===== src/rtl/core/skct_pkg.sv =====
// shared types, constants and codes for the sorted keyed count table
// no dependencies; imported by the controller, datapath and top level
`timescale 1ns / 1ps

package skct_pkg;

    // table geometry
    localparam int DEPTH   = 32;
    localparam int ADDR_W  = (DEPTH > 1) ? $clog2(DEPTH) : 1;
    localparam int FILL_W  = ADDR_W + 1;

    // field widths
    localparam int TYPE_W  = 3;
    localparam int KEY_W   = 31;
    localparam int QTY_W   = 32;
    localparam int STAT_W  = 3;
    localparam int TOTAL_W = 6;

    localparam logic [FILL_W-1:0] FILL_ONE  = {{(FILL_W-1){1'b0}}, 1'b1};
    localparam logic [FILL_W-1:0] FILL_FULL = FILL_W'(DEPTH);
    localparam logic [QTY_W-1:0]  QTY_MAX   = {1'b0, {(QTY_W-1){1'b1}}};
    localparam logic [QTY_W-1:0]  QTY_MIN   = {1'b1, {(QTY_W-1){1'b0}}};

    // request codes
    localparam logic [TYPE_W-1:0] REQ_INSERT = 3'd0;
    localparam logic [TYPE_W-1:0] REQ_SEARCH = 3'd1;
    localparam logic [TYPE_W-1:0] REQ_UPDATE = 3'd2;
    localparam logic [TYPE_W-1:0] REQ_ERASE  = 3'd3;
    localparam logic [TYPE_W-1:0] REQ_LIST   = 3'd4;

    // result status codes
    localparam logic [STAT_W-1:0] ST_OK        = 3'd0;
    localparam logic [STAT_W-1:0] ST_NOT_FOUND = 3'd1;
    localparam logic [STAT_W-1:0] ST_EXISTS    = 3'd2;
    localparam logic [STAT_W-1:0] ST_FULL      = 3'd3;
    localparam logic [STAT_W-1:0] ST_EMPTY     = 3'd4;

    // index counter operations
    localparam logic [2:0] IDX_HOLD     = 3'd0;
    localparam logic [2:0] IDX_CLEAR    = 3'd1;
    localparam logic [2:0] IDX_INC      = 3'd2;
    localparam logic [2:0] IDX_DEC      = 3'd3;
    localparam logic [2:0] IDX_FILL     = 3'd4;
    localparam logic [2:0] IDX_HIT_NEXT = 3'd5;

    // read address select
    localparam logic RA_IDX     = 1'b0;
    localparam logic RA_IDX_DEC = 1'b1;

    // result key select
    localparam logic [1:0] KS_REQ   = 2'd0;
    localparam logic [1:0] KS_ENTRY = 2'd1;
    localparam logic [1:0] KS_ZERO  = 2'd2;

    // result quantity select
    localparam logic [2:0] QS_ZERO  = 3'd0;
    localparam logic [2:0] QS_HIT   = 3'd1;
    localparam logic [2:0] QS_AMT   = 3'd2;
    localparam logic [2:0] QS_SUM   = 3'd3;
    localparam logic [2:0] QS_ENTRY = 3'd4;

    typedef struct packed {
        logic [KEY_W-1:0]        key;
        logic signed [QTY_W-1:0] qty;
    } t_entry;

    // controller to datapath
    typedef struct packed {
        logic              load;
        logic [2:0]        idx_op;
        logic              rd_en;
        logic              rd_sel;
        logic              scan_en;
        logic              shift_up;
        logic              shift_down;
        logic              wr_new;
        logic              wr_update;
        logic              fill_inc;
        logic              fill_dec;
        logic              emit;
        logic [STAT_W-1:0] emit_status;
        logic [1:0]        emit_key_sel;
        logic [2:0]        emit_qty_sel;
        logic              emit_last;
    } t_dp_cmd;

    // datapath to controller
    typedef struct packed {
        logic [TYPE_W-1:0] req_type;
        logic              hit;
        logic              full;
        logic              fill_zero;
        logic              idx_eq_fill;
        logic              idx_eq_pos;
        logic              rd_vld;
        logic              rd_last;
    } t_dp_stat;

endpackage


===== src/rtl/core/skct_datapath.sv =====
// datapath: entry memory, request registers, scan compare, shift and result registers
// depends on skct_pkg
`timescale 1ns / 1ps

module skct_datapath import skct_pkg::*; (
    input  logic                    i_clk,
    input  logic                    i_rst_n,
    input  t_dp_cmd                 i_cmd,
    input  logic [TYPE_W-1:0]       i_req_type,
    input  logic [KEY_W-1:0]        i_part_key,
    input  logic signed [QTY_W-1:0] i_amount,
    output t_dp_stat                o_stat,
    output logic                    o_valid,
    output logic [STAT_W-1:0]       o_status,
    output logic [KEY_W-1:0]        o_out_key,
    output logic signed [QTY_W-1:0] o_out_quantity,
    output logic [TOTAL_W-1:0]      o_entry_total,
    output logic                    o_last
);

    // entry memory, one write and one registered read per cycle
    t_entry r_mem [DEPTH];

    logic [TYPE_W-1:0]  r_type;
    logic [KEY_W-1:0]   r_key;
    logic [QTY_W-1:0]   r_amt;
    logic [FILL_W-1:0]  r_fill;
    logic [FILL_W-1:0]  n_fill;
    logic [FILL_W-1:0]  r_idx;
    logic [FILL_W-1:0]  n_idx;
    logic [FILL_W-1:0]  r_pos;
    logic               r_hit;
    logic [ADDR_W-1:0]  r_hit_idx;
    logic [QTY_W-1:0]   r_hit_qty;
    logic               r_rd_vld;
    logic [ADDR_W-1:0]  r_rd_idx;
    t_entry             r_rd_data;

    logic               r_o_valid;
    logic [STAT_W-1:0]  r_o_status;
    logic [KEY_W-1:0]   r_o_key;
    logic [QTY_W-1:0]   r_o_qty;
    logic [TOTAL_W-1:0] r_o_total;
    logic               r_o_last;

    logic [FILL_W-1:0]  idx_dec;
    logic [ADDR_W-1:0]  rd_addr;
    logic               wr_en;
    logic [ADDR_W-1:0]  wr_addr;
    t_entry             wr_data;
    logic [QTY_W:0]     sum;
    logic [QTY_W-1:0]   sat_sum;
    logic [KEY_W-1:0]   emit_key;
    logic [QTY_W-1:0]   emit_qty;

    assign idx_dec = r_idx - FILL_ONE;
    assign rd_addr = (i_cmd.rd_sel == RA_IDX_DEC) ? idx_dec[ADDR_W-1:0] : r_idx[ADDR_W-1:0];

    // saturating add for update
    assign sum = {r_hit_qty[QTY_W-1], r_hit_qty} + {r_amt[QTY_W-1], r_amt};
    always_comb begin
        if (sum[QTY_W] != sum[QTY_W-1]) begin
            sat_sum = sum[QTY_W] ? QTY_MIN : QTY_MAX;
        end else begin
            sat_sum = sum[QTY_W-1:0];
        end
    end

    // entry count
    always_comb begin
        n_fill = r_fill;
        if (i_cmd.fill_inc) begin
            n_fill = r_fill + FILL_ONE;
        end else if (i_cmd.fill_dec) begin
            n_fill = r_fill - FILL_ONE;
        end
    end

    // index counter
    always_comb begin
        unique case (i_cmd.idx_op)
            IDX_CLEAR:    n_idx = '0;
            IDX_INC:      n_idx = r_idx + FILL_ONE;
            IDX_DEC:      n_idx = idx_dec;
            IDX_FILL:     n_idx = r_fill;
            IDX_HIT_NEXT: n_idx = {1'b0, r_hit_idx} + FILL_ONE;
            default:      n_idx = r_idx;
        endcase
    end

    // write port select
    always_comb begin
        wr_en   = 1'b0;
        wr_addr = r_rd_idx;
        wr_data = r_rd_data;
        if (i_cmd.wr_new) begin
            wr_en   = 1'b1;
            wr_addr = r_pos[ADDR_W-1:0];
            wr_data = '{key: r_key, qty: r_amt};
        end else if (i_cmd.wr_update) begin
            wr_en   = 1'b1;
            wr_addr = r_hit_idx;
            wr_data = '{key: r_key, qty: sat_sum};
        end else if (i_cmd.shift_up && r_rd_vld) begin
            wr_en   = 1'b1;
            wr_addr = r_rd_idx + 1'b1;
        end else if (i_cmd.shift_down && r_rd_vld) begin
            wr_en   = 1'b1;
            wr_addr = r_rd_idx - 1'b1;
        end
    end

    // memory access
    always_ff @(posedge i_clk) begin
        if (wr_en) begin
            r_mem[wr_addr] <= wr_data;
        end
        if (i_cmd.rd_en) begin
            r_rd_data <= r_mem[rd_addr];
            r_rd_idx  <= rd_addr;
        end
    end

    // control registers
    always_ff @(posedge i_clk) begin
        if (!i_rst_n) begin
            r_fill    <= '0;
            r_idx     <= '0;
            r_rd_vld  <= 1'b0;
            r_o_valid <= 1'b0;
        end else begin
            r_fill    <= n_fill;
            r_idx     <= n_idx;
            r_rd_vld  <= i_cmd.rd_en;
            r_o_valid <= i_cmd.emit;
        end
    end

    // request capture and scan compare
    always_ff @(posedge i_clk) begin
        if (i_cmd.load) begin
            r_type <= i_req_type;
            r_key  <= i_part_key;
            r_amt  <= i_amount;
            r_hit  <= 1'b0;
            r_pos  <= '0;
        end else if (i_cmd.scan_en && r_rd_vld) begin
            if (r_rd_data.key == r_key) begin
                r_hit     <= 1'b1;
                r_hit_idx <= r_rd_idx;
                r_hit_qty <= r_rd_data.qty;
            end
            if (r_rd_data.key < r_key) begin
                r_pos <= r_pos + FILL_ONE;
            end
        end
    end

    // result field select
    always_comb begin
        case (i_cmd.emit_key_sel)
            KS_ENTRY: emit_key = r_rd_data.key;
            KS_ZERO:  emit_key = '0;
            default:  emit_key = r_key;
        endcase
        case (i_cmd.emit_qty_sel)
            QS_HIT:   emit_qty = r_hit_qty;
            QS_AMT:   emit_qty = r_amt;
            QS_SUM:   emit_qty = sat_sum;
            QS_ENTRY: emit_qty = r_rd_data.qty;
            default:  emit_qty = '0;
        endcase
    end

    // result registers
    always_ff @(posedge i_clk) begin
        if (i_cmd.emit) begin
            r_o_status <= i_cmd.emit_status;
            r_o_key    <= emit_key;
            r_o_qty    <= emit_qty;
            r_o_total  <= TOTAL_W'(n_fill);
            r_o_last   <= i_cmd.emit_last;
        end
    end

    // status to controller
    assign o_stat.req_type    = r_type;
    assign o_stat.hit         = r_hit;
    assign o_stat.full        = (r_fill == FILL_FULL);
    assign o_stat.fill_zero   = (r_fill == '0);
    assign o_stat.idx_eq_fill = (r_idx == r_fill);
    assign o_stat.idx_eq_pos  = (r_idx == r_pos);
    assign o_stat.rd_vld      = r_rd_vld;
    assign o_stat.rd_last     = ({1'b0, r_rd_idx} == (r_fill - FILL_ONE));

    assign o_valid        = r_o_valid;
    assign o_status       = r_o_status;
    assign o_out_key      = r_o_key;
    assign o_out_quantity = r_o_qty;
    assign o_entry_total  = r_o_total;
    assign o_last         = r_o_last;

endmodule


===== src/rtl/core/skct_controller.sv =====
// controller: request sequencing for scan, shift, update and list
// depends on skct_pkg; drives skct_datapath through t_dp_cmd
`timescale 1ns / 1ps

module skct_controller import skct_pkg::*; (
    input  logic              i_clk,
    input  logic              i_rst_n,
    input  logic              i_start,
    input  logic [TYPE_W-1:0] i_req_type,
    input  t_dp_stat          i_stat,
    output t_dp_cmd           o_cmd,
    output logic              o_busy
);

    localparam logic [2:0] S_IDLE      = 3'd0;
    localparam logic [2:0] S_SCAN      = 3'd1;
    localparam logic [2:0] S_DECIDE    = 3'd2;
    localparam logic [2:0] S_INS_SHIFT = 3'd3;
    localparam logic [2:0] S_INS_WRITE = 3'd4;
    localparam logic [2:0] S_ERA_SHIFT = 3'd5;
    localparam logic [2:0] S_ERA_DONE  = 3'd6;
    localparam logic [2:0] S_LIST      = 3'd7;

    logic [2:0] r_state;
    logic [2:0] n_state;

    always_ff @(posedge i_clk) begin
        if (!i_rst_n) begin
            r_state <= S_IDLE;
        end else begin
            r_state <= n_state;
        end
    end

    assign o_busy = (r_state != S_IDLE);

    // next state and datapath commands
    always_comb begin
        n_state            = r_state;
        o_cmd              = '0;
        o_cmd.idx_op       = IDX_HOLD;
        o_cmd.rd_sel       = RA_IDX;
        o_cmd.emit_status  = ST_OK;
        o_cmd.emit_key_sel = KS_REQ;
        o_cmd.emit_qty_sel = QS_ZERO;
        o_cmd.emit_last    = 1'b1;

        unique case (r_state)
            S_IDLE: begin
                if (i_start) begin
                    o_cmd.load   = 1'b1;
                    o_cmd.idx_op = IDX_CLEAR;
                    unique case (i_req_type) inside
                        REQ_INSERT, REQ_SEARCH, REQ_UPDATE, REQ_ERASE: n_state = S_SCAN;
                        REQ_LIST: n_state = S_LIST;
                        default:  n_state = S_IDLE;
                    endcase
                end
            end

            // read every held entry; compare runs in the cycle after the read
            S_SCAN: begin
                o_cmd.scan_en = 1'b1;
                if (!i_stat.idx_eq_fill) begin
                    o_cmd.rd_en  = 1'b1;
                    o_cmd.idx_op = IDX_INC;
                end else begin
                    n_state = S_DECIDE;
                end
            end

            S_DECIDE: begin
                n_state = S_IDLE;
                unique case (i_stat.req_type)
                    REQ_SEARCH: begin
                        o_cmd.emit         = 1'b1;
                        o_cmd.emit_status  = i_stat.hit ? ST_OK : ST_NOT_FOUND;
                        o_cmd.emit_qty_sel = i_stat.hit ? QS_HIT : QS_ZERO;
                    end
                    REQ_UPDATE: begin
                        o_cmd.emit         = 1'b1;
                        o_cmd.wr_update    = i_stat.hit;
                        o_cmd.emit_status  = i_stat.hit ? ST_OK : ST_NOT_FOUND;
                        o_cmd.emit_qty_sel = i_stat.hit ? QS_SUM : QS_ZERO;
                    end
                    REQ_INSERT: begin
                        if (i_stat.hit) begin
                            o_cmd.emit         = 1'b1;
                            o_cmd.emit_status  = ST_EXISTS;
                            o_cmd.emit_qty_sel = QS_HIT;
                        end else if (i_stat.full) begin
                            o_cmd.emit        = 1'b1;
                            o_cmd.emit_status = ST_FULL;
                        end else begin
                            o_cmd.idx_op = IDX_FILL;
                            n_state      = S_INS_SHIFT;
                        end
                    end
                    REQ_ERASE: begin
                        if (i_stat.hit) begin
                            o_cmd.idx_op = IDX_HIT_NEXT;
                            n_state      = S_ERA_SHIFT;
                        end else begin
                            o_cmd.emit        = 1'b1;
                            o_cmd.emit_status = ST_NOT_FOUND;
                        end
                    end
                    default: n_state = S_IDLE;
                endcase
            end

            // move entries above the insert point up by one, top first
            S_INS_SHIFT: begin
                o_cmd.shift_up = 1'b1;
                if (!i_stat.idx_eq_pos) begin
                    o_cmd.rd_en  = 1'b1;
                    o_cmd.rd_sel = RA_IDX_DEC;
                    o_cmd.idx_op = IDX_DEC;
                end else begin
                    n_state = S_INS_WRITE;
                end
            end

            S_INS_WRITE: begin
                o_cmd.wr_new       = 1'b1;
                o_cmd.fill_inc     = 1'b1;
                o_cmd.emit         = 1'b1;
                o_cmd.emit_qty_sel = QS_AMT;
                n_state            = S_IDLE;
            end

            // close the gap left by the erased entry, bottom first
            S_ERA_SHIFT: begin
                o_cmd.shift_down = 1'b1;
                if (!i_stat.idx_eq_fill) begin
                    o_cmd.rd_en  = 1'b1;
                    o_cmd.idx_op = IDX_INC;
                end else begin
                    n_state = S_ERA_DONE;
                end
            end

            S_ERA_DONE: begin
                o_cmd.fill_dec = 1'b1;
                o_cmd.emit     = 1'b1;
                n_state        = S_IDLE;
            end

            // stream entries in order, one per cycle
            S_LIST: begin
                if (i_stat.fill_zero) begin
                    o_cmd.emit         = 1'b1;
                    o_cmd.emit_status  = ST_EMPTY;
                    o_cmd.emit_key_sel = KS_ZERO;
                    n_state            = S_IDLE;
                end else begin
                    if (!i_stat.idx_eq_fill) begin
                        o_cmd.rd_en  = 1'b1;
                        o_cmd.idx_op = IDX_INC;
                    end
                    if (i_stat.rd_vld) begin
                        o_cmd.emit         = 1'b1;
                        o_cmd.emit_key_sel = KS_ENTRY;
                        o_cmd.emit_qty_sel = QS_ENTRY;
                        o_cmd.emit_last    = i_stat.rd_last;
                        if (i_stat.rd_last) begin
                            n_state = S_IDLE;
                        end
                    end
                end
            end

            default: n_state = S_IDLE;
        endcase
    end

endmodule


===== src/rtl/core/sorted_keyed_count_table.sv =====
// top level of the sorted keyed count table
// depends on skct_pkg, skct_controller and skct_datapath
//
//   channel   direction  handshake             payload
//   request   in         start high, busy low  i_req_type, i_part_key, i_amount
//   result    out        o_valid for one cycle o_status, o_out_key, o_out_quantity,
//                                              o_entry_total, o_last
//
// all requests but list scan every held entry; search, update and a failed insert or
// erase then register a result. insert moves the entries above the insert point up and
// writes the new entry; erase moves those above the erased entry down. list returns
// entries in order, one per cycle, or ST_EMPTY if empty; the memory has one read port.
// synchronous active-low reset empties the table at once; no clearing pass.
// results cannot be stalled; busy stays high until the last result is driven.
`timescale 1ns / 1ps

module sorted_keyed_count_table import skct_pkg::*; (
    input  logic                    i_clk,
    input  logic                    i_rst_n,
    input  logic                    start,
    output logic                    busy,
    input  logic [TYPE_W-1:0]       i_req_type,
    input  logic [KEY_W-1:0]        i_part_key,
    input  logic signed [QTY_W-1:0] i_amount,
    output logic                    o_valid,
    output logic [STAT_W-1:0]       o_status,
    output logic [KEY_W-1:0]        o_out_key,
    output logic signed [QTY_W-1:0] o_out_quantity,
    output logic [TOTAL_W-1:0]      o_entry_total,
    output logic                    o_last
);

    t_dp_cmd  dp_cmd;
    t_dp_stat dp_stat;

    // sequencing
    skct_controller u_ctrl (
        .i_clk      (i_clk),
        .i_rst_n    (i_rst_n),
        .i_start    (start),
        .i_req_type (i_req_type),
        .i_stat     (dp_stat),
        .o_cmd      (dp_cmd),
        .o_busy     (busy)
    );

    // storage and result generation
    skct_datapath u_dp (
        .i_clk          (i_clk),
        .i_rst_n        (i_rst_n),
        .i_cmd          (dp_cmd),
        .i_req_type     (i_req_type),
        .i_part_key     (i_part_key),
        .i_amount       (i_amount),
        .o_stat         (dp_stat),
        .o_valid        (o_valid),
        .o_status       (o_status),
        .o_out_key      (o_out_key),
        .o_out_quantity (o_out_quantity),
        .o_entry_total  (o_entry_total),
        .o_last         (o_last)
    );

endmodule

===== config.mk =====
export PLATFORM = sky130hd
export DESIGN_NAME = sorted_keyed_count_table
export DESIGN_NICKNAME = d
export VERILOG_FILES = /design/src/rtl/core/skct_pkg.sv /design/src/rtl/core/skct_datapath.sv /design/src/rtl/core/skct_controller.sv /design/src/rtl/core/sorted_keyed_count_table.sv
export SDC_FILE = /design/constraint.sdc
export NUM_CORES = 2
export LEC_CHECK = 0
export ABC_AREA = 1
export BUFFER_PORTS_ARGS = -buffer_cell sky130_fd_sc_hd__buf_2
export CAP_MARGIN = 30
export CORE_ASPECT_RATIO = 1.2
export CORE_MARGIN = 5
export CORE_UTILIZATION = 44
export CTS_BUF_LIST = sky130_fd_sc_hd__clkbuf_4 sky130_fd_sc_hd__clkbuf_8 sky130_fd_sc_hd__clkbuf_16
export DETAILED_ROUTE_END_ITERATION = 7
export PLACE_DENSITY_LB_ADDON = 0.05
export RECOVER_POWER = 100
export SYNTH_ARGS = -nofsm -noshare
export SYNTH_HDL_FRONTEND = slang
export SYNTH_HIERARCHICAL = 1
export SYNTH_SLANG_ARGS = --single-unit

===== constraint.sdc =====
create_clock -name i_clk -period 7.8 [get_ports i_clk]
set_clock_uncertainty 0.1 [all_clocks]
set_input_delay 1.17 -clock i_clk [delete_from_list [all_inputs] [get_ports i_clk]]
set_output_delay 1.17 -clock i_clk [all_outputs]
set_load 0.05 [all_outputs]

==> results.yml <==
global_routing:
  grt_antenna_before_repair: 10
  grt_max_degree: 165
  first_global_vias: 59947
  gr-total-overflow: 0
  track_usage: 0.254
  grt_first_pass_wirelength_um: 418000
critical_path:
  critical_path_class: "reg2reg"
  timing.critical_path.fanout_max: 34
  endpoint_kind: "register"
  cp_slowest_stage_delay_ns: 2.07
  crit_path_frequent_cell: "sky130_fd_sc_hd__nand2_1"
  worst_path_buf_inv: 5
  crit_path_cell_trace: "inv_1, nand2_1, nand4_1, nor3_1, nor3_2, inv_1, nand2_1, o21ai_4, clkbuf_1, inv_4, buf_4, nand2_1, nand2_1"
  crit_path_start_kind: "register"
  worst_ep_required_time_ns: 8.23
  cell_type_group_with_the_largest_total_delay_on_the_critical_path: "buffers and inverters"
  critPathArrivalTime_ns: 6.89
  crit_slowest_cell: "sky130_fd_sc_hd__clkbuf_1"
detailed_routing:
  detail_route.first_pass.iterations: 5
  detailedRoute.firstIterationViolations: 6539
  wl_per_cell_um: 27.3
  ant_nets: 0
  wirelength_um: 289000
  vias: 61885
  drc: 0
  via_per_inst: 5.83
outcome:
  run_status: "finished, violations left"
  violations_in_the_final_reports: "max-capacitance violations, max-slew violations"
synth:
  synth_area_in_compound_gates: 0.130
  async_reset_ff_frac: 0
  synth.most_common_cell: "sky130_fd_sc_hd__edfxtp_1"
  yosys_warnings: 6
  synth-seq-cells: 2284
  synth_top_area_frac: 0.725
  mappedNetlistArea_um2: 93600
  synth_simple_gate_area_share: 0.0938
  synth_enable_flop_cells: 2260
  number_of_instances_in_the_synthesized_netlist: 7530
  synth.distinct_cells: 50
  synth.net_count: 7672
  synth-xor-area-share: 0.00364
  synth_top_family_by_area: "compound AO/OA/AOI/OAI gates"
  synth_commonest_cells: "sky130_fd_sc_hd__edfxtp_1 (2260), sky130_fd_sc_hd__nor2_1 (1391), sky130_fd_sc_hd__o21ai_0 (1228)"
  cells_taking_the_most_area_after_synthesis: "sky130_fd_sc_hd__edfxtp_1 (73%), sky130_fd_sc_hd__o21ai_0 (6.6%), sky130_fd_sc_hd__nor2_1 (5.6%), sky130_fd_sc_hd__o22ai_1 (4.0%), sky130_fd_sc_hd__nand2_1 (2.7%)"
  synth_mux_area_frac: 0
  synthDominantAreaCellType: "sky130_fd_sc_hd__edfxtp_1"
  syn-mean-instance-area_um2: 12.4
  synth_fa_ha_area_frac: 0.00984
  synth.yosys.seq_area_share: 0.730
  ys.flop_type: "sky130_fd_sc_hd__edfxtp_1"
timing:
  setup_viol: 0
  worstMarginPinSlew_ns: 3.50
  clock.fmax_mhz: 155
  period_share: 0.829
  timing.max_slew.rel_slack: -1.33
  fin_tns_setup_ns: 0
  grt_setup_unrepaired: "false"
  timing_max_transition_violations_final: 2031
  hold_viol_final: 0
  hold-worst-slack_ns: 0.372
  period_needed_ns: 6.46
power:
  internal_power_w: 0.0246
  power.share.switching: 0.343
  power.leakage_nw: 34.5
  report.power.total_w: 0.0374
  power_per_unit_of_standard_cell_area_nw_per_um2: 357
  pwr-share-comb: 0.265
  p_switching_w: 0.0128
  vdd_drop_max_mv: 0.236
  power.share.clock: 0.299
  power.sequential.fraction: 0.436
layout:
  area.growth.synth_to_final_pct: 11.9
  post-route-cell-area_um2: 105000
  layout.nets: 7742
  final_layout_size_suffix_gt1_frac: 0.0751
  instances_no_fill: 10606
  fillers: 18775
clocking:
  cts_num_sinks: 2284
  path_clk_slew_ns: 0.06
  cts.root.buffer_cell: "sky130_fd_sc_hd__clkbuf_16"
  number_of_gates_resized_after_cts: 0
  cts.htree.levels: 4
  clk_latency_ns: 0.88
  cts-buffers-inserted: 228
  holdBufCountCts: 0
  cts_tree: "yes"
  post_cts_buffers: 0
  max-clock-path-buffers: 3
floorplan:
  initial_core_util: 0.442
  fp.dieH_um: 515
  die_w_um: 431
  dieArea_um2: 222000
  floorplan.rows: 185
  io_pins: 144
  core_area_um2: 212000
placement:
  place_hpwl_um: 158000
  buffer_ports.inserted: 143
  globalplace.congestion: 0.904
  place_area_um2: 98200
  post_placement_cell_count: 10172
hold_path:
  worstHoldPathType: "in2reg"
job:
  max_cap_violations: 70
sequential cells by signal, summed over array words and instances, names as in the netlist, 5 cells and up:
signal,count
u_dp/r_rd_data,63
u_dp/r_idx,6
u_dp/r_mem,2016
u_dp/r_pos,6
u_dp/o_entry_total,6
u_dp/o_out_key,31
u_dp/r_hit_qty,32
u_dp/r_fill,6
u_dp/r_key,31
u_dp/r_rd_idx,5
u_dp/o_out_quantity,32
u_dp/r_hit_idx,5
u_dp/r_amt,32
layout make-up:
type | instances | area, um2 | share of cell area
tap | 2805 | 3510 | 0.0335
timing repair buffer | 323 | 2130 | 0.0204
inverter | 217 | 858 | 0.00819
clock inverter | 143 | 1390 | 0.0132
antenna | 3 | 7.51 | 0.0000717
sequential | 2284 | 68300 | 0.653
clock buffer | 285 | 6230 | 0.0595
multi-input combinational | 4546 | 22300 | 0.213
path summary, 6_finish.rpt:
kind	startpoint	to	slack, ns	cells after the start
max	u_dp/r_idx[4]	u_dp/r_rd_data[11]	1.34	13
min	i_part_key[8]	u_dp/r_key[8]	0.37	1
max reg2reg	u_dp/r_idx[4]	u_dp/r_rd_data[11]	1.34	13
min reg2reg	u_dp/r_rd_data[9]	u_dp/r_hit_qty[9]	0.38	0
layout by cell type, fill, tap and decap left out, types with 21 or more instances in the layout:
cell type	count
sky130_fd_sc_hd__o21ai_1	118
sky130_fd_sc_hd__clkbuf_1	161
sky130_fd_sc_hd__a22o_1	21
sky130_fd_sc_hd__nor2_1	1389
sky130_fd_sc_hd__o221ai_1	26
sky130_fd_sc_hd__inv_1	206
sky130_fd_sc_hd__clkbuf_16	233
sky130_fd_sc_hd__nand2_1	686
sky130_fd_sc_hd__a22oi_1	34
sky130_fd_sc_hd__buf_2	66
sky130_fd_sc_hd__bufinv_16	25
sky130_fd_sc_hd__clkinv_1	54
sky130_fd_sc_hd__a21oi_1	90
sky130_fd_sc_hd__buf_4	45
sky130_fd_sc_hd__clkbuf_4	50
sky130_fd_sc_hd__clkinv_2	43
sky130_fd_sc_hd__buf_12	37
sky130_fd_sc_hd__o21ai_0	1255
sky130_fd_sc_hd__dfxtp_1	24
sky130_fd_sc_hd__o22ai_1	593
sky130_fd_sc_hd__nand3_1	86
sky130_fd_sc_hd__ha_1	71
sky130_fd_sc_hd__edfxtp_1	2260
cell families (layout without fill, tap and decap cells):
family / after synthesis / in the layout
XOR/XNOR: 38 / 38
AO/OA/AOI/OAI: 2192 / 2192
AND/OR/NAND/NOR: 2243 / 2243
flip-flops: 2284 / 2284
adder cells (fa/ha/maj): 73 / 73
other: 0 / 3
buffers and inverters: 700 / 968
stage by stage:
step	utilization	worst slack [ns]
after floorplan	-	1.10
after global placement	0.461	2.31
after detailed placement	0.464	2.28
after CTS	0.500	2.22
after global routing	0.495	0.966
final	0.495	1.34
layer usage:
| layer | wire, um | vias up | global-route usage |
|---|---|---|---|
| met5 | 10 | - | 0 |
| met4 | 7730 | 2 | 0.0681 |
| met3 | 17600 | 400 | 0.0344 |
| met2 | 140000 | 2063 | 0.428 |
| met1 | 123000 | 31594 | 0.350 |
| li1 | - | 27826 | - |
power by group through the flow:
stage               registers (W)  clock network, W  logic, W
floorplan                  0.0168                 0   0.00587
global placement           0.0165                 0    0.0101
detailed placement         0.0164                 0    0.0104
CTS                        0.0162            0.0114    0.0104
global route               0.0164            0.0119    0.0109
finish                     0.0163            0.0112   0.00992
No activity file was read; power rests on OpenSTA's default activity.
